<file path="config.mk">
export PLATFORM = sky130hd
export DESIGN_NAME = banked_register_file_mode_switch_core_flat
export DESIGN_NICKNAME = d
export VERILOG_FILES = /design/src/hw/rtl/brf_pkg.sv /design/src/hw/rtl/brf_if.sv /design/src/hw/rtl/banked_register_file_mode_switch_core.sv /design/src/flat_wrapper.sv
export SDC_FILE = /design/constraint.sdc
export NUM_CORES = 2
export LEC_CHECK = 0
export BUFFER_PORTS_ARGS = -buffer_cell sky130_fd_sc_hd__buf_2
export CAP_MARGIN = 20
export CORE_MARGIN = 1.5
export CORE_UTILIZATION = 55
export DETAILED_ROUTE_END_ITERATION = 8
export PLACE_DENSITY = 0.72
export SKIP_LAST_GASP = 1
export SLEW_MARGIN = 10
export SYNTH_ARGS = -nofsm -noshare
export SYNTH_HDL_FRONTEND = slang
export SYNTH_SLANG_ARGS = --single-unit
export TNS_END_PERCENT = 10
</file>
<file path="constraint.sdc">
create_clock -name clk -period 4.3 [get_ports clk]
set_clock_uncertainty 0.2 [all_clocks]
set_input_delay 0.215 -clock clk [delete_from_list [all_inputs] [get_ports clk]]
set_output_delay 0.215 -clock clk [all_outputs]
set_load 0.005 [all_outputs]
</file>
<file path="src/hw/rtl/brf_pkg.sv">
// ----------------------------------------------------------------------------
// brf_pkg
// Shared types, mode codes and vector offsets of the banked register file.
// ----------------------------------------------------------------------------
package brf_pkg;

    // operation codes
    typedef enum logic [1:0] {
        OP_READ   = 2'd0,
        OP_WRITE  = 2'd1,
        OP_SWITCH = 2'd2,
        OP_EXCEPT = 2'd3
    } op_t;

    // processor mode codes
    localparam logic [4:0] MODE_USR = 5'h10;
    localparam logic [4:0] MODE_FIQ = 5'h11;
    localparam logic [4:0] MODE_IRQ = 5'h12;
    localparam logic [4:0] MODE_SVC = 5'h13;
    localparam logic [4:0] MODE_ABT = 5'h17;
    localparam logic [4:0] MODE_UND = 5'h1B;
    localparam logic [4:0] MODE_SYS = 5'h1F;

    // register index codes
    localparam logic [4:0] IDX_LAST_GPR = 5'd14;
    localparam logic [4:0] IDX_STATUS   = 5'd15;
    localparam logic [4:0] IDX_SAVED    = 5'd16;

    // exception vector offsets
    localparam logic [4:0] OFF_RESET = 5'd0;
    localparam logic [4:0] OFF_UNDEF = 5'd4;
    localparam logic [4:0] OFF_SWI   = 5'd8;
    localparam logic [4:0] OFF_PABT  = 5'd12;
    localparam logic [4:0] OFF_DABT  = 5'd16;
    localparam logic [4:0] OFF_IRQ   = 5'd24;
    localparam logic [4:0] OFF_FIQ   = 5'd28;

    localparam logic [15:0] HIGH_VEC_TOP = 16'hFFFF;

    // saved status bank slots
    localparam logic [2:0] SAVED_SVC = 3'd0;
    localparam logic [2:0] SAVED_ABT = 3'd1;
    localparam logic [2:0] SAVED_UND = 3'd2;
    localparam logic [2:0] SAVED_IRQ = 3'd3;
    localparam logic [2:0] SAVED_FIQ = 3'd4;

    // only the I bit and the mode bits of a status word can ever be nonzero
    typedef struct packed {
        logic       irq_mask;
        logic [4:0] mode;
    } status_t;

    localparam status_t STATUS_RESET = '{irq_mask: 1'b0, mode: MODE_SYS};

    // full 32-bit status word: mode 4:0, T bit 5 (always clear), I bit 7
    function automatic logic [31:0] status_word(input status_t s);
        return {24'd0, s.irq_mask, 2'b00, s.mode};
    endfunction

    // r13/r14 pair slot: 0 irq, 1 svc, 2 abt, 3 und
    function automatic logic [1:0] pair_slot(input logic [4:0] m);
        logic [1:0] slot;
        slot = 2'd0;
        case (m)
            MODE_IRQ: slot = 2'd0;
            MODE_SVC: slot = 2'd1;
            MODE_ABT: slot = 2'd2;
            MODE_UND: slot = 2'd3;
            default:  slot = 2'd0;
        endcase
        return slot;
    endfunction

    // saved status slot of a non-fiq privileged mode
    function automatic logic [2:0] spsr_slot(input logic [4:0] m);
        logic [2:0] slot;
        slot = SAVED_SVC;
        case (m)
            MODE_SVC: slot = SAVED_SVC;
            MODE_ABT: slot = SAVED_ABT;
            MODE_UND: slot = SAVED_UND;
            MODE_IRQ: slot = SAVED_IRQ;
            default:  slot = SAVED_FIQ;
        endcase
        return slot;
    endfunction

    // irq, svc, abt or und
    function automatic logic is_pair_mode(input logic [4:0] m);
        return (m == MODE_IRQ) || (m == MODE_SVC) || (m == MODE_ABT) || (m == MODE_UND);
    endfunction

endpackage

</file>
<file path="src/hw/rtl/brf_if.sv">
// ----------------------------------------------------------------------------
// brf_req_if / brf_rsp_if
// Valid/ready channels carrying request and result words of the register file.
// ----------------------------------------------------------------------------
interface brf_req_if;
    logic        valid;
    logic        ready;
    logic [1:0]  operation;
    logic [4:0]  reg_index;
    logic [31:0] write_data;
    logic [4:0]  new_mode;
    logic [4:0]  exception_offset;
    logic [31:0] return_address;

    modport source (
        output valid, operation, reg_index, write_data, new_mode,
               exception_offset, return_address,
        input  ready
    );
    modport sink (
        input  valid, operation, reg_index, write_data, new_mode,
               exception_offset, return_address,
        output ready
    );
endinterface

interface brf_rsp_if;
    logic        valid;
    logic        ready;
    logic [31:0] read_data;
    logic [4:0]  previous_mode;
    logic [31:0] status_word;
    logic [31:0] vector_address;
    logic        error;

    modport source (
        output valid, read_data, previous_mode, status_word, vector_address, error,
        input  ready
    );
    modport sink (
        input  valid, read_data, previous_mode, status_word, vector_address, error,
        output ready
    );
endinterface

</file>
<file path="src/hw/rtl/banked_register_file_mode_switch_core.sv">
// ----------------------------------------------------------------------------
// banked_register_file_mode_switch_core
// Mode-banked register file with read, write, mode switch and exception entry.
// ----------------------------------------------------------------------------
// usage
//   req carries one request word: operation, reg_index, write_data, new_mode,
//   exception_offset and return_address. rsp returns one result word per
//   request, in order: read_data, previous_mode, status_word, vector_address
//   and error. A word moves on a rising edge with valid and ready both high.
//   cfg_we/cfg_wdata write the high_vectors bit; write it only while idle.
// pipeline and throughput
//   A request is captured in an input register, executed by one pass of
//   logic that updates the banks once the result register is free or being
//   read, and its result is held in an output register that drives rsp.valid.
//   One request per cycle is sustained while rsp.ready stays high; the input
//   register and the result register let a new word enter while a finished
//   result waits.
// reset
//   All banks clear to zero, status and saved status to system mode with
//   the I bit clear, high_vectors to zero, both channels empty.
// stall
//   While rsp.ready is low the result holds, the pending request waits in
//   the input register, and req.ready drops once that register is full.
// ----------------------------------------------------------------------------
module banked_register_file_mode_switch_core
    import brf_pkg::*;
(
    input  logic      clk,
    input  logic      rst_n,
    input  logic      cfg_we,
    input  logic      cfg_wdata,
    brf_req_if.sink   req,
    brf_rsp_if.source rsp
);

    // input register
    logic        in_valid_reg;
    op_t         in_op_reg;
    logic [4:0]  in_idx_reg;
    logic [31:0] in_wdata_reg;
    logic [4:0]  in_nmode_reg;
    logic [4:0]  in_off_reg;
    logic [31:0] in_raddr_reg;

    // architectural state
    logic [31:0] gr_reg   [15];
    logic [31:0] fiq_reg  [7];
    logic [31:0] usl_reg  [2];
    logic [31:0] msl_reg  [8];
    status_t     spsr_reg [5];
    status_t     cs_reg;
    status_t     css_reg;
    logic        hv_reg;

    logic [31:0] gr_next   [15];
    logic [31:0] fiq_next  [7];
    logic [31:0] usl_next  [2];
    logic [31:0] msl_next  [8];
    status_t     spsr_next [5];
    status_t     cs_next;
    status_t     css_next;

    // result register
    logic        out_valid_reg;
    logic [31:0] out_rdata_reg;
    logic [4:0]  out_prev_reg;
    status_t     out_status_reg;
    logic [31:0] out_vec_reg;
    logic        out_err_reg;

    logic        advance;
    logic        exc_ok;
    logic [4:0]  exc_mode;
    logic [31:0] res_rdata;
    logic [4:0]  res_prev;
    logic [31:0] res_vec;
    logic        res_err;

    assign advance   = in_valid_reg && (!out_valid_reg || rsp.ready);
    assign req.ready = !in_valid_reg || advance;

    // vector offset to exception mode
    always_comb
    begin
        exc_ok   = 1'b1;
        exc_mode = MODE_SVC;
        case (in_off_reg) inside
            OFF_RESET, OFF_SWI: exc_mode = MODE_SVC;
            OFF_UNDEF:          exc_mode = MODE_UND;
            OFF_PABT, OFF_DABT: exc_mode = MODE_ABT;
            OFF_IRQ:            exc_mode = MODE_IRQ;
            OFF_FIQ:            exc_mode = MODE_FIQ;
            default:            exc_ok   = 1'b0;
        endcase
    end

    // one pass of the requested operation over the banks
    always_comb
    begin
        logic        do_sw;
        logic [4:0]  old_mode;
        logic [4:0]  sw_mode;
        logic [31:0] tmp;

        gr_next   = gr_reg;
        fiq_next  = fiq_reg;
        usl_next  = usl_reg;
        msl_next  = msl_reg;
        spsr_next = spsr_reg;
        cs_next   = cs_reg;
        css_next  = css_reg;
        res_rdata = 32'd0;
        res_prev  = 5'd0;
        res_vec   = 32'd0;
        res_err   = 1'b0;
        old_mode  = cs_reg.mode;
        tmp       = 32'd0;

        do_sw   = (in_op_reg == OP_SWITCH) || ((in_op_reg == OP_EXCEPT) && exc_ok);
        sw_mode = (in_op_reg == OP_EXCEPT) ? exc_mode : in_nmode_reg;

        // read and write of registers; previous mode of a switch or exception
        case (in_op_reg)
            OP_READ:
            begin
                if (in_idx_reg <= IDX_LAST_GPR)
                    res_rdata = gr_reg[in_idx_reg[3:0]];
                else if (in_idx_reg == IDX_STATUS)
                    res_rdata = status_word(cs_reg);
                else if (in_idx_reg == IDX_SAVED)
                    res_rdata = status_word(css_reg);
                else
                    res_err = 1'b1;
            end
            OP_WRITE:
            begin
                if (in_idx_reg <= IDX_LAST_GPR)
                    gr_next[in_idx_reg[3:0]] = in_wdata_reg;
                else
                    res_err = 1'b1;
            end
            OP_SWITCH:
            begin
                res_prev = old_mode;
            end
            default:
            begin
                res_prev = old_mode;
                if (!exc_ok)
                    res_err = 1'b1;
            end
        endcase

        if (do_sw)
        begin
            // store the outgoing bank
            if ((old_mode == MODE_USR) || (old_mode == MODE_SYS))
            begin
                usl_next[0] = gr_reg[13];
                usl_next[1] = gr_reg[14];
            end
            else if (old_mode == MODE_FIQ)
            begin
                for (int i = 0; i < 5; i++)
                begin
                    gr_next[4'(8 + i)] = fiq_reg[i];
                    fiq_next[i]        = gr_reg[4'(8 + i)];
                end
                fiq_next[5]          = gr_reg[13];
                fiq_next[6]          = gr_reg[14];
                spsr_next[SAVED_FIQ] = css_reg;
            end
            else if (is_pair_mode(old_mode))
            begin
                msl_next[{pair_slot(old_mode), 1'b0}] = gr_reg[13];
                msl_next[{pair_slot(old_mode), 1'b1}] = gr_reg[14];
                spsr_next[spsr_slot(old_mode)]         = css_reg;
            end

            // load the incoming bank
            if ((sw_mode == MODE_USR) || (sw_mode == MODE_SYS))
            begin
                gr_next[13] = usl_next[0];
                gr_next[14] = usl_next[1];
            end
            else if (sw_mode == MODE_FIQ)
            begin
                for (int i = 0; i < 5; i++)
                begin
                    tmp                = gr_next[4'(8 + i)];
                    gr_next[4'(8 + i)] = fiq_next[i];
                    fiq_next[i]        = tmp;
                end
                gr_next[13] = fiq_next[5];
                gr_next[14] = fiq_next[6];
                css_next    = spsr_next[SAVED_FIQ];
            end
            else if (is_pair_mode(sw_mode))
            begin
                gr_next[13] = msl_next[{pair_slot(sw_mode), 1'b0}];
                gr_next[14] = msl_next[{pair_slot(sw_mode), 1'b1}];
                css_next    = spsr_next[spsr_slot(sw_mode)];
            end
            else if (in_op_reg == OP_SWITCH)
            begin
                res_err = 1'b1;
            end
            cs_next.mode = sw_mode;

            // exception entry extras
            if (in_op_reg == OP_EXCEPT)
            begin
                gr_next[14]      = in_raddr_reg;
                css_next         = cs_reg;
                cs_next.irq_mask = 1'b1;
                res_vec          = {hv_reg ? HIGH_VEC_TOP : 16'd0, 11'd0, in_off_reg};
            end
        end
    end

    // input register
    always_ff @(posedge clk or negedge rst_n)
    begin
        if (!rst_n)
            in_valid_reg <= 1'b0;
        else if (req.ready)
            in_valid_reg <= req.valid;
    end

    always_ff @(posedge clk)
    begin
        if (req.ready && req.valid)
        begin
            in_op_reg    <= op_t'(req.operation);
            in_idx_reg   <= req.reg_index;
            in_wdata_reg <= req.write_data;
            in_nmode_reg <= req.new_mode;
            in_off_reg   <= req.exception_offset;
            in_raddr_reg <= req.return_address;
        end
    end

    // banked state and configuration
    always_ff @(posedge clk or negedge rst_n)
    begin
        if (!rst_n)
        begin
            gr_reg   <= '{default: 32'd0};
            fiq_reg  <= '{default: 32'd0};
            usl_reg  <= '{default: 32'd0};
            msl_reg  <= '{default: 32'd0};
            spsr_reg <= '{default: status_t'(6'd0)};
            cs_reg   <= STATUS_RESET;
            css_reg  <= STATUS_RESET;
            hv_reg   <= 1'b0;
        end
        else
        begin
            if (advance)
            begin
                gr_reg   <= gr_next;
                fiq_reg  <= fiq_next;
                usl_reg  <= usl_next;
                msl_reg  <= msl_next;
                spsr_reg <= spsr_next;
                cs_reg   <= cs_next;
                css_reg  <= css_next;
            end
            if (cfg_we)
                hv_reg <= cfg_wdata;
        end
    end

    // result register
    always_ff @(posedge clk or negedge rst_n)
    begin
        if (!rst_n)
            out_valid_reg <= 1'b0;
        else if (advance)
            out_valid_reg <= 1'b1;
        else if (rsp.ready)
            out_valid_reg <= 1'b0;
    end

    always_ff @(posedge clk)
    begin
        if (advance)
        begin
            out_rdata_reg  <= res_rdata;
            out_prev_reg   <= res_prev;
            out_status_reg <= cs_next;
            out_vec_reg    <= res_vec;
            out_err_reg    <= res_err;
        end
    end

    assign rsp.valid          = out_valid_reg;
    assign rsp.read_data      = out_rdata_reg;
    assign rsp.previous_mode  = out_prev_reg;
    assign rsp.status_word    = status_word(out_status_reg);
    assign rsp.vector_address = out_vec_reg;
    assign rsp.error          = out_err_reg;

    // checks
    a_switch_sets_mode: assert property (@(posedge clk) disable iff (!rst_n)
        advance && (in_op_reg == OP_SWITCH) |=> cs_reg.mode == $past(in_nmode_reg))
        else $error("mode bits do not follow a mode switch");

    a_entry_masks_irq: assert property (@(posedge clk) disable iff (!rst_n)
        advance && (in_op_reg == OP_EXCEPT) && exc_ok |=> cs_reg.irq_mask && out_valid_reg)
        else $error("exception entry left irq unmasked");

    a_bad_vector_no_change: assert property (@(posedge clk) disable iff (!rst_n)
        advance && (in_op_reg == OP_EXCEPT) && !exc_ok |=> $stable(cs_reg) && $stable(css_reg))
        else $error("reserved vector changed status");

    a_error_no_vector: assert property (@(posedge clk) disable iff (!rst_n)
        out_valid_reg && out_err_reg |-> out_vec_reg == 32'd0)
        else $error("vector given with error");

    a_ready_when_empty: assert property (@(posedge clk) disable iff (!rst_n)
        !in_valid_reg |-> req.ready)
        else $error("input stalled while input register empty");

endmodule
</file>
<file path="src/flat_wrapper.sv">
// flat-port wrapper written by rule: the top's interface ports become plain ports
module banked_register_file_mode_switch_core_flat import brf_pkg::*;
  (clk, rst_n, cfg_we, cfg_wdata, req_valid, req_operation, req_reg_index, req_write_data, req_new_mode, req_exception_offset, req_return_address, req_ready, rsp_valid, rsp_read_data, rsp_previous_mode, rsp_status_word, rsp_vector_address, rsp_error, rsp_ready);
  brf_req_if req_i ();
  brf_rsp_if rsp_i ();
  input  logic clk;
  input  logic rst_n;
  input  logic cfg_we;
  input  logic cfg_wdata;
  input wire logic [$bits(req_i.valid)-1:0] req_valid;
  input wire logic [$bits(req_i.operation)-1:0] req_operation;
  input wire logic [$bits(req_i.reg_index)-1:0] req_reg_index;
  input wire logic [$bits(req_i.write_data)-1:0] req_write_data;
  input wire logic [$bits(req_i.new_mode)-1:0] req_new_mode;
  input wire logic [$bits(req_i.exception_offset)-1:0] req_exception_offset;
  input wire logic [$bits(req_i.return_address)-1:0] req_return_address;
  output wire logic [$bits(req_i.ready)-1:0] req_ready;
  output wire logic [$bits(rsp_i.valid)-1:0] rsp_valid;
  output wire logic [$bits(rsp_i.read_data)-1:0] rsp_read_data;
  output wire logic [$bits(rsp_i.previous_mode)-1:0] rsp_previous_mode;
  output wire logic [$bits(rsp_i.status_word)-1:0] rsp_status_word;
  output wire logic [$bits(rsp_i.vector_address)-1:0] rsp_vector_address;
  output wire logic [$bits(rsp_i.error)-1:0] rsp_error;
  input wire logic [$bits(rsp_i.ready)-1:0] rsp_ready;
  assign req_i.valid = req_valid;
  assign req_i.operation = req_operation;
  assign req_i.reg_index = req_reg_index;
  assign req_i.write_data = req_write_data;
  assign req_i.new_mode = req_new_mode;
  assign req_i.exception_offset = req_exception_offset;
  assign req_i.return_address = req_return_address;
  assign req_ready = req_i.ready;
  assign rsp_valid = rsp_i.valid;
  assign rsp_read_data = rsp_i.read_data;
  assign rsp_previous_mode = rsp_i.previous_mode;
  assign rsp_status_word = rsp_i.status_word;
  assign rsp_vector_address = rsp_i.vector_address;
  assign rsp_error = rsp_i.error;
  assign rsp_i.ready = rsp_ready;
  banked_register_file_mode_switch_core u_core (.clk(clk), .rst_n(rst_n), .cfg_we(cfg_we), .cfg_wdata(cfg_wdata), .req(req_i), .rsp(rsp_i));
endmodule
</file>
After elaboration in Yosys (flattened, before gate mapping)
Cells that the tools add are included.

Register bits after elaboration: 1226. Input bits: 87. Output and inout bits: 104.

Order comparisons: 12. Equality and inequality tests: 26. Muxes and demuxes: 99. Bitwise gates (word level): 7. Reductions and logical operators: 31.

Operators by type and width (count): $mux W256 (4); $bwmux W256 (2); $bwmux W480 (1); $mux W224 (2); $mux W64 (7); $mux W32 (12); $mux W160 (2); $bmux W32 S3 (2); $demux W32 S3 (2); $bmux W32 S4 (1); $demux W32 S4 (1); $eq A5 B5 Y1 const B (18); $mux W30 (3); $mux W6 (9); $bwmux W30 (1); $mux W5 (5); $ge A4 B4 Y1 const B (6); $mux W24 (1); $mux W3 (8); $not A3 Y4 (6); $pmux W3 S4 (2); $bmux W6 S3 (1); $demux W6 S3 (1); $mux W1 (18); other kinds (26) (60).

Logic depth before layout (Yosys ltp)
Word-level depth: 28. Mapped depth: 12.

Worst setup path before layout
OpenSTA, ideal clock, no wires.

Path type: reg-to-reg. From: reg u_core.out_valid_reg, in the netlist u_core.rsp.valid. To: reg u_core.msl_reg[0] (netlist bit). Library setup time: 125 ps. Arrival time: 2937 ps. Required time: 3975 ps. Path slack: 1038 ps. Stages on the path, launching flop included: 9. Path buffers: 2. Path through: dfrtp_1 > nand2b_1 > nand2_1 > inv_1 > nand2_1 > clkbuf_1 > nor2_1 > buf_2 > mux2_2.

Word-level cells in the longest chain between the ends: 4.

RTL lines: start: declaration (RTL line banked_register_file_mode_switch_core.sv:64) `logic out_valid_reg;`; start signal: assignment (RTL line banked_register_file_mode_switch_core.sv:278) `out_valid_reg <= 1'b0;`; start signal: assignment (RTL line banked_register_file_mode_switch_core.sv:280) `out_valid_reg <= 1'b1;`; start signal: assignment (RTL line banked_register_file_mode_switch_core.sv:282) `out_valid_reg <= 1'b0;`; $logic_not A1 Y1 (RTL line banked_register_file_mode_switch_core.sv:79) `assign advance = in_valid_reg && (!out_valid_reg || rsp.ready);`; $logic_or A1 B1 Y1 (RTL line banked_register_file_mode_switch_core.sv:79); $logic_and A1 B1 Y1 (RTL line banked_register_file_mode_switch_core.sv:79); net u_core.advance (RTL line banked_register_file_mode_switch_core.sv:71) `logic advance;`; $reduce_and A2 Y1 (no line); end signal: assignment (RTL line banked_register_file_mode_switch_core.sv:264) `msl_reg <= msl_next;`; end: declaration (RTL line banked_register_file_mode_switch_core.sv:49) `logic [31:0] msl_reg [8];`.

The timed path passes the listed nets, and every way through them passes these cells. A chain may end at the register's enable or synchronous reset.

Final worst setup path
From: reg u_core.in_op_reg[1]. To: reg u_core.css_reg[2] (netlist bit).

Word-level cells in the longest chain between the ends: 16. Elaborated cells between the ends (all ways): 32. Classes of those cells: eq/ne (10); mux (13); bitwise (1); reduce/logical (8).

RTL lines: start: declaration (RTL line banked_register_file_mode_switch_core.sv:38) `op_t in_op_reg;`; start signal: assignment (RTL line banked_register_file_mode_switch_core.sv:234) `in_op_reg <= op_t'(req.operation);`; $eq A2 B2 Y1 (RTL line banked_register_file_mode_switch_core.sv:119, banked_register_file_mode_switch_core.sv:120, banked_register_file_mode_switch_core.sv:211); $mux W5 (RTL line banked_register_file_mode_switch_core.sv:120) `sw_mode = (in_op_reg == OP_EXCEPT) ? exc_mode : in_nmode_reg;`; $eq A5 B5 Y1 (RTL line brf_pkg.sv:78, brf_pkg.sv:90); $pmux W3 S4 (RTL line brf_pkg.sv:78) `case (m)`; $mux W3 (RTL line banked_register_file_mode_switch_core.sv:198) `else if (is_pair_mode(sw_mode))`; $mux W3 (RTL line banked_register_file_mode_switch_core.sv:186) `else if (sw_mode == MODE_FIQ)`; $mux W3 (RTL line banked_register_file_mode_switch_core.sv:181) `if ((sw_mode == MODE_USR) || (sw_mode == MODE_SYS))`; $mux W3 (RTL line banked_register_file_mode_switch_core.sv:154) `if (do_sw)`; $not A3 Y4 (not written as such) (RTL line banked_register_file_mode_switch_core.sv:202) `css_next = spsr_next[spsr_slot(sw_mode)];`; $bmux W6 S3 (RTL line banked_register_file_mode_switch_core.sv:202); $mux W6 (not written as such) (2 in a row) (RTL line banked_register_file_mode_switch_core.sv:202); $mux W6 (RTL line banked_register_file_mode_switch_core.sv:198); $mux W6 (RTL line banked_register_file_mode_switch_core.sv:186); $mux W6 (RTL line banked_register_file_mode_switch_core.sv:181); $mux W6 (RTL line banked_register_file_mode_switch_core.sv:211) `if (in_op_reg == OP_EXCEPT)`; end signal: assignment (RTL line banked_register_file_mode_switch_core.sv:267) `css_reg <= css_next;`; end: declaration (RTL line banked_register_file_mode_switch_core.sv:52) `status_t css_reg;`.

Several ways; a longest one is shown, not always the timed one. The select of a mux whose other input is x is not followed.

==> results.ini <==
[outcome]
run_status = finished with violations
failed_checks = negative hold slack

[floorplanning]
core_um2 = 91400
rows = 111
die_h_um = 306
start_util = 0.553
dieArea_um2 = 93800
pin_count = 191
die_w_um = 306

[setup_path]
r2r_slack_ns = 0.53
r2r_start = u_core.in_op_reg[1]
r2r-end = u_core.css_reg[2]
critPathKind = flop to flop
crit_arrival_ns = 4.20
rr_worst_depth = 8
slowest_delay_ns = 0.54
critPathRequiredTime_ns = 4.74
critical_path.cell_chain = nand2_1, and2_0, nor2_1, maj3_2, a21o_1, nand2_1, nor3_1, a221o_1
cp_common_cell = nand2_1
crit_path_top_delay_cell = edfxtp_1
start_kind = flop
cp_max_fo = 14
crit_path_end_kind = flop

[timing]
setup_viol = 0
fin_crit_ns = 3.77
worst_slack_ns = 0.533
setup_tns_ns = 0
slew_violations = 0
worstMarginPinSlew_ns = 1.01
hold_viol_final = 1
rsz0062_at_grt = no
slew_headroom = 0.323
period_share = 0.876
fmax_mhz = 265
hold-worst-slack_ns = -0.00164

[synth]
synth.avg_cell_area_um2 = 12.8
synth-seq-cells = 1040
synth_cells = 3963
synth-compound-area-share = 0.0982
synthSimpleGateAreaFrac = 0.0590
yosys.area_share.xor_xnor = 0.000346
ys_seq_area_frac = 0.528
synth.most_common_cell = dfrtp_1
synth_adder_area_share = 0.000223
synth_top_family_by_area = multiplexers
ys_async_sr_fraction = 0.874
synth_top_area_share = 0.445
synth-edff-count = 131
yosysTopAreaCell = dfrtp_1
yosys_warnings = 0
synth_ff_type = dfrtp_1
synth_cell_types = 76
synthTopCellsByCount = 899 x dfrtp_1, 765 x mux2_2, 297 x nand2_1
syn_area_um2 = 50600
yosys-top-cells-area = dfrtp_1 44%, mux2_2 17%, edfxtp_1 7.8%
synthMuxAreaShare = 0.271

[cts]
post_cts_buffers = 0
clock_latency_ns = 0.70
cts_sinks = 1040
clockRootBuffer = clkbuf_16
cts_tree = done
cts_buffers = 111
htreeDepth = 3
cts_resized = 0
clockBufferDepth = 3
path_clk_slew_ns = 0.06

[drt]
met1_length_um = 59900
dr.pass1.iters = 6
ant_nets = 0
drc = 0
drt-wirelength-per-cell_um = 27.8
wl_met3_um = 12200
viasPerCell = 6.64
met2_length_um = 68700
wirelength_um = 148000
vias = 35200
drt-initial-drc-count = 3996
routed.top_layer = met5

[global_route]
grt-ovfl-total = 0
antenna_found_initial = 2
grt_pass1_wl_um = 223000
grt_pass1_vias = 35000
grt_util_all_layers = 0.315
grt_max_degree = 109

[final_layout]
areaGrowthSynthToFinish_pct = 13.2
largest_reg_flops = 480
post-route-util = 0.627
final_layout_size_suffix_gt1_frac = 0.350
final_area_um2 = 57300
diodes = 0
nets = 4115

[placement]
hpwl_um = 85300
placedInstanceArea_um2 = 52400
dp_slack_ns = 0.680
gp_congestion = 0.885
io_buffers = 153

[worst_hold_path]
hold_class = primary input to async pin

[pwr]
ir_worst_vdd_uv = 367
power_density_nw_per_um2 = 489
power.leakage_nw = 26.0

[flow_run]
maxCapViolCount = 0

-- stage by stage --
step                      instances  power, mW
after floorplan                4001       16.3
after global placement         4999       17.7
after detailed placement       4999       17.9
after CTS                      5308       28.0
after global routing           5308       29.1
final                          5308       28.0
-- cell type report --
cell class	instances	area, um2
timing repair buffer	376	3120
sequential	1040	26700
inverter	12	45.0
fill	6920	34100
tap	1186	1480
clock buffer	156	3190
multi-input combinational	2487	22100
clock inverter	51	677
-- critical path, delay by kind of cell (launching register included) --
family	cells	cell delay [ns]
flops	1	0.54
compound gates	2	0.68
fa+ha+maj	1	0.24
simple gates	5	2.04
-- logic make-up (layout without fill, tap and decap cells) --
logic type,Yosys count,after routing
mux,1086,1086
flops,1040,1040
compound gates,709,709
simple gates,650,650
buf+inv,474,595
xor+xnor,2,2
fa+ha+maj,1,1
other cells,1,39
-- placed cells by master, fill, tap and decap left out, drive strengths merged, types with 109 or more instances in the layout --
cell and instances:
dfrtp 899, mux2 826, nand2 298, buf 274
clkbuf 156, o21ai 155, nor2 143, mux4 133
edfxtp 131, mux2i 127, a21oi 109
-- worst max path at each step --
stage	startpoint	to	slack, ns	depth (start not counted)
6_report	u_core.in_op_reg[1]	u_core.css_reg[2]	0.53	8
5_1_grt	u_core.in_op_reg[1]	u_core.css_reg[1]	0.30	8
4_1_cts	u_core.in_op_reg[1]	u_core.css_reg[2]	0.66	8
3_5_place_dp	u_core.in_op_reg[1]	u_core.css_reg[2]	0.68	8
3_3_place_gp	u_core.in_op_reg[1]	u_core.gr_reg[0]	0.84	9
2_1_floorplan	u_core.rsp.valid	u_core.msl_reg[0]	1.04	8
-- per-layer routing --
layer / global-route usage / up-vias
met3: 0.0514 / 356
met5: 0 / -
met4: 0.141 / 2
met1: 0.434 / 18300
met2: 0.494 / 1810
li1: - / 14800
-- repair_timing --
action	CTS	global route
hold buffers	102	0
hold endpoints to repair	197	0
setup endpoints to repair	0	0
-- power by group --
group | leakage, nW | internal [mW] | switching (mW) | total, mW
sequential | 13.4 | 11.7 | 1.59 | 13.3
clock | 1.90 | 6.02 | 4.08 | 10.1
combinational | 10.7 | 2.38 | 2.25 | 4.63
total | 26.0 | 20.1 | 7.92 | 28.0
Power figures use the tool's default switching activity.
